File: config.mk
export PLATFORM = sky130hd
export DESIGN_NAME = spl_ctrl
export DESIGN_NICKNAME = d
export VERILOG_FILES = /design/src/rtl/spl_pkg.sv /design/src/rtl/spl_ctrl.sv
export SDC_FILE = /design/constraint.sdc
export NUM_CORES = 1
export LEC_CHECK = 0
export ABC_AREA = 1
export BUFFER_PORTS_ARGS = -buffer_cell sky130_fd_sc_hd__clkbuf_2
export CAP_MARGIN = 20
export CORE_ASPECT_RATIO = 1.2
export CORE_MARGIN = 3
export CORE_UTILIZATION = 59
export DETAILED_ROUTE_END_ITERATION = 10
export PLACE_DENSITY = 0.85
export SLEW_MARGIN = 5
export SYNTH_ARGS = -nofsm -noshare
export SYNTH_HDL_FRONTEND = slang
export SYNTH_SLANG_ARGS = --single-unit
File: constraint.sdc
create_clock -name clk_i -period 3.2 [get_ports clk_i]
set_input_delay 0.48 -clock clk_i [delete_from_list [all_inputs] [get_ports clk_i]]
set_output_delay 0.48 -clock clk_i [all_outputs]
set_load 0.02 [all_outputs]
File: src/rtl/spl_pkg.sv
package spl_pkg;

  // Fixed widths of the item fields at the ports.
  localparam int FIELD_W = 32;
  localparam int SUM_W   = 38;
  localparam int LVL_W   = 7;

  // Command codes carried by func_i.
  localparam logic [1:0] FN_ADD    = 2'd0;
  localparam logic [1:0] FN_REMOVE = 2'd1;
  localparam logic [1:0] FN_GET    = 2'd2;
  localparam logic [1:0] FN_TOP    = 2'd3;

  // Result status codes.
  localparam logic [1:0] ST_OK         = 2'd0;
  localparam logic [1:0] ST_NOT_FOUND  = 2'd1;
  localparam logic [1:0] ST_NOT_ENOUGH = 2'd2;
  localparam logic [1:0] ST_FULL       = 2'd3;

  // Commands from the controller to the datapath.
  typedef struct packed {
    logic       capture;
    logic       insert;
    logic       update;
    logic       remove;
    logic       rotate;
    logic       load_out;
    logic [1:0] status;
    logic       row_get;
    logic       row_top;
    logic       last;
  } spl_cmd_t;

  // Status from the datapath to the controller.
  typedef struct packed {
    logic found;
    logic full;
    logic out_free;
  } spl_sts_t;

endpackage

File: src/rtl/spl_ctrl.sv
module spl_ctrl import spl_pkg::*; #(
  parameter int DEPTH = 64,
  localparam int CW = $clog2(DEPTH + 1)
) (
  input  logic             clk_i,
  input  logic             rst_ni,
  input  logic             in_valid_i,
  output logic             in_ready_o,
  input  logic [1:0]       func_i,
  input  logic [LVL_W-1:0] count_i,
  input  spl_sts_t         sts_i,
  input  logic [CW-1:0]    n_i,
  output spl_cmd_t         cmd_o
);

  localparam int CMPW = (CW > LVL_W) ? CW : LVL_W;

  localparam logic [1:0] S_IDLE = 2'd0;
  localparam logic [1:0] S_EXEC = 2'd1;
  localparam logic [1:0] S_ROT  = 2'd2;

  logic [1:0]       state_q, state_d;
  logic [CW-1:0]    k_q, k_d;
  logic [1:0]       func_q;
  logic [LVL_W-1:0] cnt_q;
  logic [CMPW-1:0]  cnt_ext, n_ext, k_ext;
  logic             emit;

  assign cnt_ext = CMPW'(cnt_q);
  assign n_ext   = CMPW'(n_i);
  assign k_ext   = CMPW'(k_q);
  assign emit    = k_ext < cnt_ext;

  always_comb begin
    state_d = state_q;
    k_d     = k_q;
    cmd_o   = '0;
    case (state_q)
      S_IDLE: begin
        if (in_valid_i) begin
          cmd_o.capture = 1'b1;
          state_d       = S_EXEC;
        end
      end
      S_EXEC: begin
        if (func_q == FN_TOP && cnt_ext <= n_ext && cnt_q != '0) begin
          k_d     = '0;
          state_d = S_ROT;
        end else if (sts_i.out_free) begin
          cmd_o.load_out = 1'b1;
          cmd_o.last     = 1'b1;
          state_d        = S_IDLE;
          case (func_q)
            FN_ADD: begin
              if (sts_i.found) begin
                cmd_o.update = 1'b1;
                cmd_o.status = ST_OK;
              end else if (sts_i.full) begin
                cmd_o.status = ST_FULL;
              end else begin
                cmd_o.insert = 1'b1;
                cmd_o.status = ST_OK;
              end
            end
            FN_REMOVE: begin
              cmd_o.remove = sts_i.found;
              cmd_o.status = sts_i.found ? ST_OK : ST_NOT_FOUND;
            end
            FN_GET: begin
              cmd_o.row_get = sts_i.found;
              cmd_o.status  = sts_i.found ? ST_OK : ST_NOT_FOUND;
            end
            FN_TOP: begin
              cmd_o.status = (cnt_ext > n_ext) ? ST_NOT_ENOUGH : ST_OK;
            end
            default: begin
              cmd_o.status = ST_OK;
            end
          endcase
        end
      end
      S_ROT: begin
        // The head entry is shown while fewer than count levels have gone out, and is
        // sent to the tail; after all stored levels have gone round once the table is back in its own order.
        if (!emit || sts_i.out_free) begin
          cmd_o.rotate = 1'b1;
          if (emit) begin
            cmd_o.load_out = 1'b1;
            cmd_o.row_top  = 1'b1;
            cmd_o.status   = ST_OK;
            cmd_o.last     = (k_ext + CMPW'(1)) == cnt_ext;
          end
          if ((k_q + CW'(1)) == n_i) begin
            state_d = S_IDLE;
          end else begin
            k_d = k_q + CW'(1);
          end
        end
      end
      default: begin
        state_d = S_IDLE;
      end
    endcase
  end

  always_ff @(posedge clk_i or negedge rst_ni) begin
    if (!rst_ni) begin
      state_q <= S_IDLE;
      k_q     <= '0;
    end else begin
      state_q <= state_d;
      k_q     <= k_d;
    end
  end

  always_ff @(posedge clk_i) begin
    if (cmd_o.capture) begin
      func_q <= func_i;
      cnt_q  <= count_i;
    end
  end

  assign in_ready_o = (state_q == S_IDLE);

endmodule

# Yosys cells after proc, flatten, opt, wreduce, memory -nomap -nowiden
# Cells that the tools add are included.
# word_totals
register_bits,18
inputBits,22
output_inout_bits,12
# classes
add_sub_neg,1
order_cmp,3
n_eq_ne,13
muxes,39
n_reduce_logical,11
# ops
operator,n
2-bit two-way mux,11
7-bit two-way mux,3
7-bit equality test,2
7-bit case mux with 2 select lines,1
1-bit two-way mux,13
3-bit two-way mux,4
4-bit two-way mux,3
2-bit case mux with 3 select lines,2
"2-bit inequality test, second input constant",5
4-bit AND reduction,2
"7-bit by 1-bit adder with 7-bit output, second input constant",1
7-bit > comparator,1
7-bit <= comparator,1
7-bit less-than comparator,1
7-bit nonzero test,1
"2-bit equality test, second input constant",3
3-bit case mux with 2 select lines,1
"2-bit by 1-bit equality test with 1-bit output, second input constant",2
2-bit logical NOT,2
"3-bit inequality test, second input constant",1
1-bit logical AND,2
1-bit case mux with 2 select lines,1
2-bit nonzero test,1
2-bit OR reduction,1
other kinds (2),2

# Depth between registers and ports, before layout
# Gate-level depths: netlist of the first run.
# depth
depth_word,6
depth_mapped,15

# Least setup slack after synthesis of the first run
# Ideal clock, no wire load.
# synth_timing
kind,input -> output
startpoint,input n_i[6]
endpoint,output cmd_o[9] in the netlist's numbering
t_arrival_ns,2.068
required_time_ns,2.720
path_slack_ns,0.652
stages,10
n_path_buf,0
cell_sequence,inv_1 ha_1 nand2_1 nor2_1 nand2_1 nand2_1 nand2_1 nand2_1 nand3_1 nor4_1
# synth_lines
element,line,source
from (decl),spl_ctrl.sv:12,"input logic [CW-1:0] n_i,"
to (decl),spl_ctrl.sv:13,output spl_cmd_t cmd_o

==> results of run 1 <==
==> per-stage QoR <==
stage	cell area [µm²]	setup WS [ns]
finish	1899	0.3953
detailed placement	1873	0.5806
global placement	1873	0.6192
floorplan	1667	0.6521
global route	1899	0.1337
CTS	1899	0.4085
==> path summary, 6_finish.rpt <==
path / slack, ns / start / depth (start not counted) / endpoint
worst min-delay path: 0.02 / rst_ni / 1 / k_ext[6]$_DFFE_PN0P_
worst max-delay path: 0.40 / cnt_ext[2]$_DFFE_PP_ / 12 / cmd_o[0]
min in group clk_i: 0.34 / count_i[6] / 1 / cnt_ext[6]$_DFFE_PP_
worst max register to register: 1.11 / cnt_ext[2]$_DFFE_PP_ / 11 / k_ext[0]$_DFFE_PN0P_
worst min register to register: 0.52 / state_q[0]$_DFFE_PN0P_ / 2 / state_q[0]$_DFFE_PN0P_
max in group asynchronous: 3.00 / rst_ni / 1 / k_ext[2]$_DFFE_PN0P_
==> state kept, by name, indices dropped and copies added (netlist names) <==
| name | count |
|---|---|
| cnt_ext | 7 |
| k_ext | 7 |
| func_q | 2 |
| state_q | 2 |
==> per-layer routing <==
layer,up-vias,share of wire (%)
li1,819,-
met4,0,2.5
met1,697,42
met3,9,5.0
met5,-,0
met2,50,50
==> power groups by stage <==
stage          Sequential, mW  Combinational, mW  Clock (mW)
6_report                0.337              0.490       0.121
5_1_grt                 0.341              0.572       0.131
4_1_cts                 0.336              0.493       0.122
3_5_place_dp            0.341              0.490           0
3_3_place_gp            0.342              0.483           0
2_1_floorplan           0.328              0.380           0
==> area by class of cell <==
type	count	area, µm²	area share [%]
Sequential cell	18	495.5	26.09
Tap cell	33	41.29	2.174
Multi-Input combinational cell	174	1025	53.95
Clock buffer	4	26.28	1.383
Timing Repair Buffer	33	165.2	8.696
Inverter	39	146.4	7.707
==> Yosys cell counts <==
master	count	share of area, %
nand3_2	1	0.60
edfxtp_1	9	16
nor2_2	2	0.75
nor3_1	3	0.90
o21bai_2	1	0.68
nor2_1	22	5.0
xnor2_1	1	0.53
a21oi_1	8	2.4
xor2_1	5	2.6
nor2_4	1	0.68
dfrtp_1	9	14
nand4_1	5	1.9
ha_1	23	17
a21oi_2	2	1.1
nand3_1	24	7.2
nor4_1	2	0.75
nand2_2	3	1.1
nand2_4	3	2.0
nand2_1	62	14
inv_1	39	8.8
o21ai_1	1	0.30
o21a_1	2	0.90
o21ai_0	3	0.90
==> logic make-up (layout without fill, tap and decap cells) <==
family	Yosys count	in the layout
AND/OR/NAND/NOR	128	128
buffers and inverters	39	76
adder cells (fa/ha/maj)	23	23
flip-flops	18	18
AO/OA/AOI/OAI	17	17
XOR/XNOR	6	6
==> critical path: cells and delay by family (launching register included) <==
family	cells	cell delay, ns
flops	1	0.48
buf+inv	1	0.17
fa+ha+maj	1	0.35
compound gates	2	0.26
simple gates	8	0.76
==> results.yml, run 1 <==
run_status:
  outcome: "finished, final reports clean"
place:
  dp_hpwl_um: 3027
  dp_cells: 297
  place_congestion: 0.8768
  io_buffers: 33
worst_hold_path:
  hold_class: "input port to async pin"
die:
  die_h_um: 64.22
  dieArea_um2: 3501
  initial_core_util_pct: 64.04
  io_pins: 34
  fp-row-count: 20
  die_w_um: 54.52
  coreArea_um2: 2603
drt:
  firstDrtPassIters: 4
  num_vias: 1575
  wl_per_cell_um: 11.85
  viasPerCell: 5.233
  ant_nets: 0
  drt_iter0_drc: 70
  drc: 0
  wl_um: 3568
logic_synthesis:
  syn_inst: 231
  synth-xor-area-share_pct: 3.153
  ys_types: 23
  netlist_area_um2: 1667
  synthMuxAreaShare_pct: 0
  avgSynthCellArea_um2: 7.215
  synthSimpleGateAreaFrac_pct: 34.83
  ys_seq_elements: 18
  synth_compound_area_share_pct: 6.231
  yosys.area_share.adder_pct: 17.27
  synth_seq_area_share_pct: 29.73
  synth_nets: 276
  yosys_warnings: 0
  synth_top_family_by_area: "simple AND/OR/NAND/NOR gates"
layout:
  nets: 314
  final_common_cell: "nand2_1"
  finalNonFillerCells: 301
  drive_above_1_share_pct: 18.28
  syn_to_final_growth_pct: 13.96
  n_antenna_cell: 0
  final_cell_mix: "nand2_1 (62), inv_1 (39), clkbuf_2 (33)"
  fillers: 233
  final_core_util_pct: 72.98
critical_path:
  slowest_delay_ns: 0.48
  cp.required_ns: 2.72
  crit_type: "flip-flop to output port"
  worstPathCellList: "ha_1 > nand2_1 > o21ai_1 > nand2_1 > nand2_1 > nand2_1 > nand2_1 > nand3_1 > o21ai_0 > nand2_1 > nor2_1 > clkbuf_2"
  cp_common_cell: "nand2_1"
  setup.worst_path.start_class: "flip-flop"
  critPathMaxFanout: 6
  slowest_stage: "edfxtp_1"
  arrival_ns: 2.32
  cp-end-kind: "output port"
timing:
  fin_worst_skew_ns: 0.01166
  setup_violations: 0
  layout_min_cycle_time_ns: 2.805
  hold_violations: 0
  worst_pin_slew_ns: 0.4194
  rsz0062_at_grt: "no"
  fmaxAchievable_mhz: 356.5
  fin_crit_sh_pct: 87.65
  finalSetupTns_ns: 0
  slew_headroom_pct: 72.04
  whs_ns: 0.01981
  slew_violations: 0
global_route:
  antenna_found_initial: 0
  grt_pass1_vias: 1535
  grt_pass1_wl_um: 6106
  overflow: 0
  gr-usage-all-layers_pct: 23.45
  grtUsageMet2_pct: 41.77
  grt_max_degree: 11
  busiest_layer: "met2"
  grtUsageMet3_pct: 2.331
  met1_usage_pct: 27.33
flow_run:
  drv_cap: 0
clock_network:
  cts_setup_buffers: 0
  ctsResizeCount: 0
  numCtsBuffers: 3
  h-tree-depth: 1
  ctsHoldBuffers: 0
  cts_tree: "built"
  cts-root-buf: "clkbuf_4"
  clk-insertion-delay-late_ns: 0.30
  cts.clk_slew.worst_paths_ns: 0.11
  clkSinkCount: 18
  cts_buffer_depth: 2
pwr:
  ir_drop_uv: 533.4
  power_switching_mw: 0.4382
  cellPowerDensity_nw_per_um2: 499.4
  power_frac_comb_pct: 51.7
  clkPwrFrac_pct: 12.7
  intPower_mw: 0.5103
  total_power_mw: 0.9485
  leakagePower_nw: 1.047
  pwr-share-seq_pct: 35.6
  sw_frac_of_total_pct: 46.20
Note: power is estimated with default switching activity, not from simulation.
==> run 2, diff against run 1 <==
ABC_AREA = not set   (was 1)
CORE_UTILIZATION = 60   (was 59)
==> run 2 against run 1 <==
Synthesized cell count down 15%. Largest power group unchanged. Via count increased by 1.0%. Power rose by 1.1%.
==> results.yml, run 2 <==
logic_synthesis:
  ys_top_cells_by_count: "inv_1 (24), ha_1 (23), nand2_1 (13)"
  ys.flop_type: "edfxtp_1"
  synth.most_common_cell: "inv_1"
  synth_nets: 241
  synth_seq_area_share_pct: 27.77
  netlist_area_um2: 1784
  ys_types: 50
  yosys_warnings: 0
  yosys.area.top_type_share_pct: 16.13
  avgSynthCellArea_um2: 9.103
  syn_inst: 196
  synth_top_area_cell: "ha_1"
  synth_edf_count: 9
  ys_seq_elements: 18
  synth.area.top_cells: "ha_1 (16%), edfxtp_1 (15%), dfrtp_1 (13%)"
  synthArstFlopShare_pct: 50.00
timing:
  layout_min_cycle_time_ns: 3.048
  slew_headroom_pct: 53.10
  slew_violations: 0
  rsz0062_at_grt: "no"
  worst_pin_slew_ns: 0.6961
  setup_slack_ns: 0.1522
  fmaxAchievable_mhz: 328.1
  setup_violations: 0
  hold_violations: 0
  fin_worst_skew_ns: 0.008526
  fin_crit_sh_pct: 95.24
  finalSetupTns_ns: 0
  whs_ns: 0.01435
die:
  initial_core_util_pct: 63.46
  io_pins: 34
  die_h_um: 65.74
  coreArea_um2: 2811
  fp-row-count: 21
  die_w_um: 55.78
  dieArea_um2: 3667
drt:
  ant_nets: 0
  firstDrtPassIters: 4
  drt_iter0_drc: 75
  wl_um: 4237
  num_vias: 1591
  viasPerCell: 6.049
  drc: 0
  wl_per_cell_um: 16.11
worst_hold_path:
  hold_class: "input port to async pin"
clock_network:
  h-tree-depth: 1
  ctsHoldBuffers: 0
  cts_tree: "built"
  cts_buffer_depth: 2
  cts.clk_slew.worst_paths_ns: 0.10
  clkSinkCount: 18
  numCtsBuffers: 3
  clk-insertion-delay-late_ns: 0.31
  cts-root-buf: "clkbuf_4"
layout:
  drive_above_1_share_pct: 21.83
  multi_input_area_um2: 1165
  final_core_util_pct: 71.65
  syn_to_final_growth_pct: 12.90
  final_common_cell: "clkbuf_2"
  register_area_um2: 495.5
  fillers: 210
  nets: 275
  final_cell_mix: "clkbuf_2 (33), inv_1 (24), ha_1 (23)"
  n_antenna_cell: 0
global_route:
  antenna_found_initial: 0
  overflow: 0
  gr-usage-all-layers_pct: 24.80
  grt_pass1_wl_um: 6969
  grt_max_degree: 12
  grt_pass1_vias: 1591
critical_path:
  cp.required_ns: 2.72
  crit_type: "flip-flop to output port"
  setup.worst_path.start_class: "flip-flop"
  cp-end-kind: "output port"
  critPathMaxFanout: 9
  arrival_ns: 2.57
flow_run:
  drv_cap: 0
place:
  place_congestion: 0.9004
  dp_hpwl_um: 3412
  io_buffers: 33
  dpl_worst_slack_ns: 0.2698
pwr:
  ir_drop_uv: 399.4
  cellPowerDensity_nw_per_um2: 475.8
  leakagePower_nw: 0.9588
  total_power_mw: 0.9586
run_status:
  outcome: "finished, final reports clean"
run 2: report_power, final:
| group | total [mW] | internal, mW | switching (mW) | leakage, nW |
|---|---|---|---|---|
| Clock | 0.124 | 0.0487 | 0.0754 | 0.0150 |
| Sequential | 0.342 | 0.293 | 0.0493 | 0.208 |
| Combinational | 0.493 | 0.199 | 0.293 | 0.736 |
| Total | 0.959 | 0.541 | 0.418 | 0.959 |
run 2: metal layers:
layer / GRT usage [%] / wire length, µm
met2: 45.71 / 2143
met1: 26.77 / 1654
met3: 3.733 / 291
met5: 0 / 0
met4: 14.29 / 147
run 2: what timing repair did:
| item | CTS | global route |
|---|---|---|
| buffers inserted | 0 | 4 |
| endpoints found under the hold margin | 0 | 0 |
| resized for setup | 0 | 2 |
| setup endpoints to repair | 0 | 2 |
run 2: cell families after synthesis:
group           synth area share, %
fa+ha+maj                     16.13
flops                         27.77
xor+xnor                      8.135
simple gates                  20.27
buf+inv                       7.363
mux                           4.488
compound gates                15.85
run 2: per-stage QoR:
step / cells / area [µm²]
global route: 263 / 2014
CTS: 259 / 1977
global placement: 255 / 1951
floorplan: 196 / 1784
finish: 263 / 2014
detailed placement: 255 / 1951
run 2: cell type report:
cell class,instances,share of cell area (%)
multi-input cells,146,57.83
well taps,34,2.112
inverters,24,4.472
repair buffers,37,9.689
flip-flops and latches,18,24.60
clock buffers,4,1.304
run 2: worst paths after layout:
check	end	cells past startpoint	startpoint	slack, ns
max	cmd_o[6]	6	k_ext[4]$_DFFE_PN0P_	0.15
min	k_ext[2]$_DFFE_PN0P_	1	rst_ni	0.01
max reg2reg	k_ext[1]$_DFFE_PN0P_	6	k_ext[4]$_DFFE_PN0P_	0.63
min reg2reg	k_ext[1]$_DFFE_PN0P_	2	k_ext[1]$_DFFE_PN0P_	0.62
max in group asynchronous	k_ext[1]$_DFFE_PN0P_	1	rst_ni	3.00
min in group clk_i	cnt_ext[1]$_DFFE_PP_	1	count_i[1]	0.34
run 2: worst max-delay path, stage by stage (launching register included):
cell	delay, ns
dfrtp_1	0.57
ha_1	0.32
a211oi_1	0.32
o21ai_0	0.20
o21ai_0	0.59
inv_1	0.09
clkbuf_2	0.18
